===== src/design/carriage_position_tracker_top_assert.svh =====
// Assertion macros for the carriage position tracker.
`ifndef CARRIAGE_POSITION_TRACKER_TOP_ASSERT_SVH
`define CARRIAGE_POSITION_TRACKER_TOP_ASSERT_SVH

// Same-cycle implication, checked on every rising clock edge outside reset.
`define CPT_ASSERT_NOW(label, ante, cons) \
    label: assert property (@(posedge clk) disable iff (!rst_n) (ante) |-> (cons)) \
        else $error("carriage position tracker: same-cycle check failed");

// Next-cycle implication, checked on every rising clock edge outside reset.
`define CPT_ASSERT_NEXT(label, ante, cons) \
    label: assert property (@(posedge clk) disable iff (!rst_n) (ante) |=> (cons)) \
        else $error("carriage position tracker: next-cycle check failed");

`endif


===== src/design/cpt_pkg.sv =====
// Package with the types, codes and lookup functions of the carriage position tracker.
`default_nettype none

package cpt_pkg;

    localparam logic [1:0] OP_RESET    = 2'd0;
    localparam logic [1:0] OP_SET_POS  = 2'd1;
    localparam logic [1:0] OP_CROSSING = 2'd2;
    localparam logic [1:0] OP_WORK     = 2'd3;

    localparam logic [2:0] TYPE_NONE   = 3'd0;
    localparam logic [2:0] TYPE_KNIT   = 3'd1;
    localparam logic [2:0] TYPE_LACE   = 3'd2;
    localparam logic [2:0] TYPE_GARTER = 3'd3;
    localparam logic [2:0] TYPE_K270   = 3'd4;

    localparam logic [1:0] SIDE_NONE  = 2'd0;
    localparam logic [1:0] SIDE_LEFT  = 2'd1;
    localparam logic [1:0] SIDE_RIGHT = 2'd2;

    localparam logic DIR_LEFT  = 1'b0;
    localparam logic DIR_RIGHT = 1'b1;

    // Inner-magnet corrections.
    localparam logic [15:0] GARTER_CORRECTION = 16'd12;
    localparam logic [15:0] K270_CORRECTION   = 16'd6;

    typedef struct packed {
        logic [1:0]         opcode;
        logic signed [15:0] new_position;
        logic signed [15:0] detected_position;
        logic [7:0]         sensor_location;
        logic [2:0]         detected_type;
        logic               direction;
        logic [1:0]         work_side;
    } cpt_in_t;

    typedef struct packed {
        logic               crossed;
        logic               finished;
        logic               defined;
        logic [2:0]         carriage_type;
        logic signed [15:0] carriage_position;
        logic signed [15:0] select_when_left;
        logic signed [15:0] select_when_right;
        logic               working;
    } cpt_out_t;

    typedef struct packed {
        logic [2:0]  carriage_type;
        logic [15:0] position;
        logic        working;
        logic [1:0]  entry_side;
        logic [7:0]  overflow;
    } cpt_state_t;

    // Countdown length loaded when a work window opens.
    function automatic logic [7:0] extension(input logic [2:0] ctype);
        logic [7:0] ext;
        case (ctype)
            TYPE_GARTER: ext = 8'd18;
            TYPE_K270:   ext = 8'd8;
            default:     ext = 8'd12;
        endcase
        return ext;
    endfunction

    // Select offset for leftward travel; rightward travel uses its negation.
    function automatic logic [15:0] select_offset(input logic [2:0] ctype);
        logic [15:0] offl;
        case (ctype)
            TYPE_GARTER: offl = 16'hFFF8;
            TYPE_LACE:   offl = 16'd4;
            TYPE_K270:   offl = 16'd6;
            default:     offl = 16'd16;
        endcase
        return offl;
    endfunction

endpackage

`default_nettype wire


===== src/design/cpt_stream_if.sv =====
// Valid/ready stream interface that carries one payload beat per handshake.
`default_nettype none

interface cpt_stream_if #(
    parameter type payload_t = logic
);
    logic     valid;
    logic     ready;
    payload_t data;

    modport source (output valid, output data, input ready);
    modport sink (input valid, input data, output ready);
endinterface

`default_nettype wire


===== src/design/cpt_update.sv =====
// Next-state and result logic for one item of the carriage position tracker.
`default_nettype none

module cpt_update
    import cpt_pkg::*;
(
    input  cpt_state_t state,
    input  cpt_in_t    item,
    output cpt_state_t state_next,
    output cpt_out_t   result
);

    logic [15:0] offset;
    logic        cross_dir;
    logic [15:0] cross_base;
    logic [7:0]  count;
    logic        crossed;
    logic        finished;
    logic [15:0] offl;

    assign offset     = state.position - $unsigned(item.detected_position);
    assign cross_dir  = (offset != 16'd0) && !offset[15];
    assign cross_base = {8'd0, item.sensor_location} + offset;

    always_comb
    begin
        state_next = state;
        crossed    = 1'b0;
        finished   = 1'b0;
        count      = state.overflow;
        case (item.opcode)
            OP_RESET:
            begin
                state_next.carriage_type = TYPE_NONE;
                state_next.position      = 16'd0;
                state_next.working       = 1'b0;
                state_next.entry_side    = SIDE_NONE;
            end
            OP_SET_POS:
            begin
                state_next.position = $unsigned(item.new_position);
            end
            OP_CROSSING:
            begin
                if ((cross_dir == item.direction) && (state.carriage_type != TYPE_K270))
                begin
                    crossed                  = 1'b1;
                    state_next.carriage_type = item.detected_type;
                    state_next.working       = 1'b0;
                    state_next.entry_side    = SIDE_NONE;
                    state_next.position      = cross_base;
                    if (item.detected_type == TYPE_GARTER)
                    begin
                        state_next.position = cross_dir ? cross_base - GARTER_CORRECTION
                                                        : cross_base + GARTER_CORRECTION;
                    end
                    else if (item.detected_type == TYPE_K270)
                    begin
                        state_next.position = cross_dir ? cross_base - K270_CORRECTION
                                                        : cross_base + K270_CORRECTION;
                    end
                end
            end
            OP_WORK:
            begin
                if (state.working)
                begin
                    if ((state.entry_side == SIDE_LEFT) && (item.work_side == SIDE_RIGHT))
                    begin
                        count = (item.direction == DIR_RIGHT) ? state.overflow - 8'd1
                                                              : state.overflow + 8'd1;
                    end
                    else if ((state.entry_side == SIDE_RIGHT) && (item.work_side == SIDE_LEFT))
                    begin
                        count = (item.direction == DIR_LEFT) ? state.overflow - 8'd1
                                                             : state.overflow + 8'd1;
                    end
                    state_next.overflow = count;
                    if (count == 8'd0)
                    begin
                        finished              = 1'b1;
                        state_next.working    = 1'b0;
                        state_next.entry_side = SIDE_NONE;
                    end
                end
                else if (item.work_side == SIDE_NONE)
                begin
                    if (state.entry_side == SIDE_NONE)
                    begin
                        state_next.entry_side = (item.direction == DIR_RIGHT) ? SIDE_LEFT
                                                                              : SIDE_RIGHT;
                    end
                    state_next.overflow = extension(state.carriage_type);
                    state_next.working  = 1'b1;
                end
                else
                begin
                    state_next.entry_side = item.work_side;
                end
            end
            default:
            begin
                state_next = state;
            end
        endcase
    end

    assign offl = select_offset(state_next.carriage_type);

    always_comb
    begin
        result.crossed           = crossed;
        result.finished          = finished;
        result.defined           = (state_next.carriage_type != TYPE_NONE);
        result.carriage_type     = state_next.carriage_type;
        result.carriage_position = $signed(state_next.position);
        result.select_when_left  = $signed(state_next.position + offl);
        result.select_when_right = $signed(state_next.position - offl);
        result.working           = state_next.working;
    end

endmodule

`default_nettype wire


===== src/design/carriage_position_tracker_top.sv =====
// Top level of the carriage position tracker: input register, update logic, result register.
//
// Usage:
// The in_ch channel takes one beat per command: reset, set position, sensor
// crossing or work step, with the sensor and direction fields that go with it.
// The out_ch channel returns exactly one beat per command, in order, giving the
// carriage type, position, select positions and work window after the update.
// A beat accepted on in_ch lands in the input register; once the result register
// can take a beat, the update logic applies it to the tracking state and loads
// the result register, so each result passes through both registers.
// Throughput is one beat per cycle while out_ch does not stall; the update path is combinational.
// When the receiver stalls, the result register holds its beat and the input
// register holds one more; in_ch.ready then drops until out_ch moves again.
// Reset empties both pipeline registers and returns the tracking state to no
// carriage, position zero, outside any work window, countdown zero.
`default_nettype none

module carriage_position_tracker_top
    import cpt_pkg::*;
(
    input wire logic clk,
    input wire logic rst_n,
    cpt_stream_if.sink   in_ch,
    cpt_stream_if.source out_ch
);

    `include "carriage_position_tracker_top_assert.svh"

    cpt_in_t    in_data_reg;
    logic       in_valid_reg;
    cpt_out_t   out_data_reg;
    logic       out_valid_reg;
    cpt_state_t state_reg;
    cpt_state_t state_next;
    cpt_out_t   result;
    logic       advance;
    logic       in_take;

    assign advance      = in_valid_reg && (!out_valid_reg || out_ch.ready);
    assign in_ch.ready  = !in_valid_reg || advance;
    assign in_take      = in_ch.valid && in_ch.ready;
    assign out_ch.valid = out_valid_reg;
    assign out_ch.data  = out_data_reg;

    cpt_update u_update (
        .state      (state_reg),
        .item       (in_data_reg),
        .state_next (state_next),
        .result     (result)
    );

    always_ff @(posedge clk or negedge rst_n)
    begin
        if (!rst_n)
        begin
            in_valid_reg  <= 1'b0;
            out_valid_reg <= 1'b0;
            state_reg     <= '{carriage_type: TYPE_NONE, position: 16'd0, working: 1'b0,
                               entry_side: SIDE_NONE, overflow: 8'd0};
        end
        else
        begin
            if (in_ch.ready)
            begin
                in_valid_reg <= in_ch.valid;
            end
            if (advance)
            begin
                out_valid_reg <= 1'b1;
                state_reg     <= state_next;
            end
            else if (out_ch.ready)
            begin
                out_valid_reg <= 1'b0;
            end
        end
    end

    always_ff @(posedge clk)
    begin
        if (in_take)
        begin
            in_data_reg <= in_ch.data;
        end
        if (advance)
        begin
            out_data_reg <= result;
        end
    end

    `CPT_ASSERT_NOW(a_finish_closes_window, out_ch.valid && out_ch.data.finished, !out_ch.data.working)
    `CPT_ASSERT_NOW(a_cross_finish_excl, out_ch.valid, !(out_ch.data.crossed && out_ch.data.finished))
    `CPT_ASSERT_NEXT(a_advance_loads_out, advance, out_ch.valid)
    `CPT_ASSERT_NOW(a_stall_source, !in_ch.ready, in_valid_reg && out_ch.valid && !out_ch.ready)

endmodule

`default_nettype wire


===== src/flat_wrapper.sv =====
// flat-port wrapper written by rule: the top's interface ports become plain ports
module carriage_position_tracker_top_flat import cpt_pkg::*;
  (clk, rst_n, in_ch_valid, in_ch_data, in_ch_ready, out_ch_valid, out_ch_data, out_ch_ready);
  cpt_stream_if #(.payload_t(cpt_in_t)) in_ch_i ();
  cpt_stream_if #(.payload_t(cpt_out_t)) out_ch_i ();
  input wire logic clk;
  input wire logic rst_n;
  input wire logic [$bits(in_ch_i.valid)-1:0] in_ch_valid;
  input wire logic [$bits(in_ch_i.data)-1:0] in_ch_data;
  output wire logic [$bits(in_ch_i.ready)-1:0] in_ch_ready;
  output wire logic [$bits(out_ch_i.valid)-1:0] out_ch_valid;
  output wire logic [$bits(out_ch_i.data)-1:0] out_ch_data;
  input wire logic [$bits(out_ch_i.ready)-1:0] out_ch_ready;
  assign in_ch_i.valid = in_ch_valid;
  assign in_ch_i.data = in_ch_data;
  assign in_ch_ready = in_ch_i.ready;
  assign out_ch_valid = out_ch_i.valid;
  assign out_ch_data = out_ch_i.data;
  assign out_ch_i.ready = out_ch_ready;
  carriage_position_tracker_top u_core (.clk(clk), .rst_n(rst_n), .in_ch(in_ch_i), .out_ch(out_ch_i));
endmodule

===== config.mk =====
export PLATFORM = sky130hd
export DESIGN_NAME = carriage_position_tracker_top_flat
export DESIGN_NICKNAME = d
export VERILOG_FILES = /design/src/design/cpt_pkg.sv /design/src/design/cpt_stream_if.sv /design/src/design/cpt_update.sv /design/src/design/carriage_position_tracker_top.sv /design/src/flat_wrapper.sv
export VERILOG_INCLUDE_DIRS = /design/src /design/src/design
export SDC_FILE = /design/constraint.sdc
export NUM_CORES = 1
export LEC_CHECK = 0
export BUFFER_PORTS_ARGS = -buffer_cell sky130_fd_sc_hd__buf_2
export CAP_MARGIN = 10
export CORE_ASPECT_RATIO = 0.9
export CORE_MARGIN = 5
export CORE_UTILIZATION = 59
export DETAILED_ROUTE_END_ITERATION = 6
export PLACE_DENSITY_LB_ADDON = 0.15
export SLEW_MARGIN = 20
export SYNTH_ARGS = -nofsm -noshare
export SYNTH_HDL_FRONTEND = slang
export SYNTH_SLANG_ARGS = --single-unit

===== constraint.sdc =====
create_clock -name clk -period 7.5 [get_ports clk]
set_clock_uncertainty 0.2 [all_clocks]
set_input_delay 1.125 -clock clk [delete_from_list [all_inputs] [get_ports clk]]
set_output_delay 1.125 -clock clk [all_outputs]
set_load 0.05 [all_outputs]

[Word level (Yosys, flattened, before mapping)]
Cells that the tools add are included.
Storage, ports and cells
  flip-flop bits (word level): 135
  input bits: 52
  output and inout bits: 57
  logic and storage cells: 101
Cells by class
  add/subtract/negate cells: 10
  equal/unequal tests: 19
  muxes and demuxes: 27
  reduce and logical (&&, ||, !) cells: 23
Operators with widths (number)
  16-bit case mux with 3 select lines: 2
  16-bit 2-to-1 mux: 4
  8-bit 2-to-1 mux: 7
  16-bit subtractor: 2
  22-bit 2-to-1 mux: 1
  16-bit adder: 1
  16-bit by 3-bit adder with 16-bit output (second input constant): 1
  16-bit by 4-bit adder with 16-bit output (second input constant): 1
  8-bit by 16-bit adder with 16-bit output: 1
  16-bit nonzero test: 1
  16-bit by 3-bit subtractor with 16-bit output (second input constant): 1
  16-bit by 4-bit subtractor with 16-bit output (second input constant): 1
  3-bit by 2-bit == test with 1-bit output (second input constant): 4
  11-bit 2-to-1 mux: 1
  5-bit case mux with 2 select lines: 1
  3-bit == test (second input constant): 3
  3-bit case mux with 3 select lines: 1
  8-bit by 1-bit adder with 8-bit output (second input constant): 1
  2-bit == test (second input constant): 4
  8-bit zero test: 1
  8-bit by 1-bit subtractor with 8-bit output (second input constant): 1
  2-bit by 1-bit == test with 1-bit output (second input constant): 3
  1-bit logical AND: 6
  2-bit zero test: 3
  other kinds (15): 27

[Logic depth before layout (Yosys ltp)]
  depth after elaboration: 11
  mapped depth: 35
  mapped depth without buffers: 35

[Cells and area by module]
From an unflattened synthesis, not the netlist that was laid out.
Unflattened totals
  cells, all modules: 946
  area, all modules: 9740.6 um^2
Modules (own cells, without submodules)
  cpt_update: instances 1, cells an instance 771, area each 5311.3 um^2, sequential area each 0.0 um^2
  carriage_position_tracker_top: instances 1, cells an instance 175, area each 4429.2 um^2, sequential area each 3893.7 um^2

[Worst setup path after synthesis]
OpenSTA, ideal clock, no wires.
  path type: flip-flop to flip-flop
  from: register u_core.state_reg[11] in the netlist's numbering
  to: register u_core.out_data_reg (netlist bit u_core.out_ch.data[32]), data pin
  library setup time: 0.268 ns
  arrival time: 6.311 ns
  required time: 7.032 ns
  slack: 0.721 ns
  stages on the path, launching flop included: 36
  path buffers: 0
  period minus slack after synthesis: 6.779 ns
  path through: dfrtp_1 -> inv_1 -> ha_1 -> fa_1 -> nor2b_1 -> o2111ai_1 -> a31o_2 -> o31ai_1 -> nor2_1 -> nand4b_1 -> nor2_2 -> nor2_2 -> clkinv_2 -> ha_1 -> nor2b_1 -> o21ai_0 -> nand2b_1 -> a21o_1 -> a21oi_1 -> o22ai_1 -> nor2_1 -> a21oi_1 -> a21oi_1 -> nor2_1 -> a221o_1 -> ha_1 -> inv_1 -> a21oi_1 -> nor2_1 -> o21bai_1 -> nand3_1 -> a21oi_1 -> o21bai_1 -> a21oi_1 -> o31ai_1 -> xnor3_1
RTL lines
  from (decl): line carriage_position_tracker_top.sv:33  | cpt_state_t state_reg;
  from (signal assigned): line carriage_position_tracker_top.sv:58  | state_reg <= '{carriage_type: TYPE_NONE, position: 16'd0, working: 1'b0,
  from (signal assigned): line carriage_position_tracker_top.sv:70  | state_reg <= state_next;
  to (signal assigned): line carriage_position_tracker_top.sv:87  | out_data_reg <= result;
  to (decl): line carriage_position_tracker_top.sv:31  | cpt_out_t out_data_reg;

==> flow_results.org <==
** Timing
- Shortest clock period the worst path allows after layout :: 7081 ps
- Final-report max-slew violation count :: 0
- Derived from the worst setup path, the maximum achievable clock frequency is 141.2 MHz.
- Hold is met by 302.6 ps.
- Setup repair after global routing left no endpoint under its margin.
- For the pin with the worst max-slew slack, the measured transition is 860.8 ps.
- Total setup violations reported at the end of the flow :: 0
- Summed negative setup slack over all endpoints :: 0 ps
- Post-route clock period utilization :: 0.9441
- In this run the tightest slew margin relative to its limit is 0.4261.
- The total count of hold-check failures in the final report is 0.

** Worst setup path
- Counting stages on the worst path, the most repeated cell is a21oi_1.
- The endpoint identified for the worst register-to-register timing path is u_core.out_ch.data[32]$_DFFE_PP_.
- Buffer and inverter count on the worst path :: 3
- On the critical path the largest part of the delay comes from compound AO/OA/AOI/OAI gates.
- The worst setup path is captured at a flip-flop.
- The worst setup path is launched from a flip-flop.
- Crit path largest cell delay :: 400 ps
- Across all register-to-register paths, the minimum setup slack is 420 ps.
- STA puts the critical path data arrival time at 7050 ps.
- Kind of critical path :: reg -> reg
- Worst reg-to-reg path cell count :: 34
- In this run the critical register-to-register path is launched from u_core.state_reg[11]$_DFFE_PN0P_.
- Slowest cell on crit path :: fa_1
- In this run the worst path has a maximum fanout of 13.
- WP data required :: 7470 ps

** Clock network
- Clock latency at the later pin of the worst-skew pair :: 420 ps
- CTS placed an instance of clkbuf_16 at the clock tree root.
- After clock tree synthesis, the clock-pin slew on the worst setup and hold paths is 60 ps.
- In this run the post-CTS setup repair buffer count came out at 0.
- CTS tree :: yes
- TritonCTS created 17 clock buffers.
- H-tree levels :: 4
- Sinks on Clock Net :: 132
- The clock passes through at most 2 buffers.
- Hold Buf Count CTS :: 0

** Detailed routing
- For this block, the initial DRC count from the detailed router was 599.
- Number of remaining DRC errors :: 0
- The first TritonRoute pass finished after 6 iterations.
- Vias after detailed routing :: 7432
- The count of nets left with antenna violations once routing finished came out at 0.
- Post-DR wirelength/cell :: 17.79 um
- Sum of routed wire length over all layers :: 21.86 mm
- Using the TritonRoute via totals, the vias-per-cell ratio works out to 6.047.

** Place
- Detailed placement finished with a half-perimeter wire length of 16.03 mm.
- In this run the tool buffered the top-level ports with 108 buffer cells.
- Routability congestion estimate from global placement :: 0.9353

** Die
- Measured along the y axis, the die boundary spans 126.9 um.
- Area enclosed by the die boundary :: 0.01775 mm2
- FP Rows :: 42
- Initial core utilization :: 0.6046
- Core area :: 0.01482 mm2
- IO Pins :: 109
- Width of the die :: 139.9 um

** Outcome
- The run finished with clean final reports.

** Synthesis
- A synthesized cell averages 9.879 um2.
- After synthesis, the share of flip-flops with an asynchronous set or reset is 0.2424.
- List of most frequent post-synthesis cells :: edfxtp_1 (100), a21oi_1 (74), ha_1 (68), inv_1 (67), nand2_1 (66)
- In the synthesized netlist the dominant register cell turns out to be edfxtp_1.
- edfxtp_1 is the most common cell in the netlist.
- Counting flops and latches in the post-synthesis netlist gives 132.
- edfxtp_1 takes more of the synthesized area than any other cell.
- Synth area leaders :: edfxtp_1 (34%), ha_1 (9.5%), dfrtp_1 (8.9%)
- The number of nets handed over by synthesis was 1033.
- The synthesized design contains 100 enable-type register cells.
- The netlist uses 77 different library cells.
- Synthesis produced 907 cells.
- Yosys Warn Count :: 0
- Synthesized cell area :: 0.008960 mm2
- For this run, the register share of the synthesized area comes to 0.4245.
- Area share of the leading cell type in the synthesized netlist :: 0.3351

** Global routing
- Number of global-route vias before repair :: 6964
- The initial antenna violation count came to 0.
- Aggregate global-route resource usage :: 0.2482
- Largest net degree at the start of global routing :: 69
- Leftover overflow at the end of global routing :: 0
- Global-route wire length before repair :: 35.16 mm

** Finish
- The number of antenna diodes in the final layout is 0.
- After filler insertion, the fill cell instance count of the layout stands at 1112.
- In the final layout, the share of cells above drive strength 1 is 0.1930.
- The register with the most flip-flops in the layout has 52 of them.
- Share of the core filled with cells :: 0.6971
- At the end of the flow, the number of nets in the layout was 1144.
- Area Overhead vs Synth :: 15.29%

** Worst hold path
- Startpoint of the lowest-slack hold path :: u_core.state_reg[7]$_DFFE_PN0P_
- Hold Path Depth :: 2
- Hold path endpoint :: u_core.state_reg[7]$_DFFE_PN0P_
- Type of the worst min-delay path :: reg -> reg

** Run
- Across the run, the number of max-cap violations was 0.
==> area by class of cell <==
cell class / instances / area, um2 / share of cell area
Timing Repair Buffer: 129 / 698.2 / 0.06759
Sequential cell: 132 / 3804 / 0.3682
Clock inverter: 12 / 131.4 / 0.01272
Inverter: 72 / 276.5 / 0.02677
Multi-Input combinational cell: 666 / 4736 / 0.4585
Tap cell: 198 / 247.7 / 0.02398
Clock buffer: 20 / 436.7 / 0.04227
==> through the flow <==
stage	instances	worst slack, ps	area [um2]
finish	1229	419.5	10330
global route	1229	4.033	10330
CTS	1229	457.3	10310
detailed placement	1197	471.2	9743
global placement	1197	614.2	9743
floorplan	907	721.3	8960
==> what timing repair did <==
| action | 4_1_cts | 5_1_grt |
|---|---|---|
| setup endpoints to repair | 0 | 6 |
| hold endpoints to repair | 0 | 0 |
| resized for setup | 0 | 7 |
==> per-layer routing <==
metal,routed length [um],track usage
met5,0,0
met4,358,0.07236
met3,1750,0.05081
met2,10190,0.4017
met1,9560,0.3416
==> cell families (layout without fill, tap and decap cells) <==
logic type                 Yosys count  count (layout)  synth area share
xor gates and xnor gates            54              54           0.05795
adders and majority gates           74              74            0.1084
buffers and inverters              109             233           0.04915
and+or+nand+nor                    252             252            0.1382
DFF                                132             132            0.4245
muxes                               18              18           0.02192
AOI/OAI and AO/OA                  268             268            0.1998
==> cells in the final DEF, fill, tap and decap left out, types with 6 or more instances in the layout <==
| cell type | count |
|---|---|
| buf_2 | 108 |
| o21bai_1 | 13 |
| nor2_1 | 60 |
| dfrtp_1 | 32 |
| xor2_1 | 17 |
| or3_1 | 7 |
| ha_1 | 66 |
| mux2_2 | 13 |
| a21oi_1 | 74 |
| a31oi_1 | 11 |
| o21ai_0 | 50 |
| fa_1 | 6 |
| a211oi_1 | 6 |
| nor2b_1 | 12 |
| a21o_1 | 16 |
| o31ai_1 | 6 |
| clkbuf_16 | 17 |
| nand3_1 | 20 |
| nand2_1 | 66 |
| o22ai_1 | 6 |
| a221o_1 | 11 |
| nand4_1 | 9 |
| edfxtp_1 | 100 |
| inv_1 | 66 |
| buf_4 | 21 |
| and3_1 | 11 |
| o21a_1 | 7 |
| nor3_1 | 21 |
| nand2b_1 | 14 |
| xnor2_1 | 34 |
| a22o_1 | 10 |
| and2_1 | 8 |
==> worst max path at each step <==
stage                                     start                                to  slack (ps)  depth (start not counted)
3_3_place_gp   u_core.state_reg[11]$_DFFE_PN0P_  u_core.out_ch.data[32]$_DFFE_PP_         610                         34
2_1_floorplan  u_core.state_reg[11]$_DFFE_PN0P_  u_core.out_ch.data[32]$_DFFE_PP_         720                         35
4_1_cts        u_core.state_reg[11]$_DFFE_PN0P_  u_core.out_ch.data[16]$_DFFE_PP_         460                         32
5_1_grt        u_core.state_reg[11]$_DFFE_PN0P_  u_core.out_ch.data[32]$_DFFE_PP_           4                         34
3_5_place_dp   u_core.state_reg[11]$_DFFE_PN0P_  u_core.out_ch.data[16]$_DFFE_PP_         470                         32
6_report       u_core.state_reg[11]$_DFFE_PN0P_  u_core.out_ch.data[32]$_DFFE_PP_         420                         34
==> worst min-delay path, delay by kind of cell (launching register included) <==
kind            cells  cell delay [ps]
compound gates      1               60
simple gates        1               50
flops               1              360
Power is left out: the tool's default activity adds up to more than one toggle a clock period on the data nets, which glitch-free logic cannot reach.
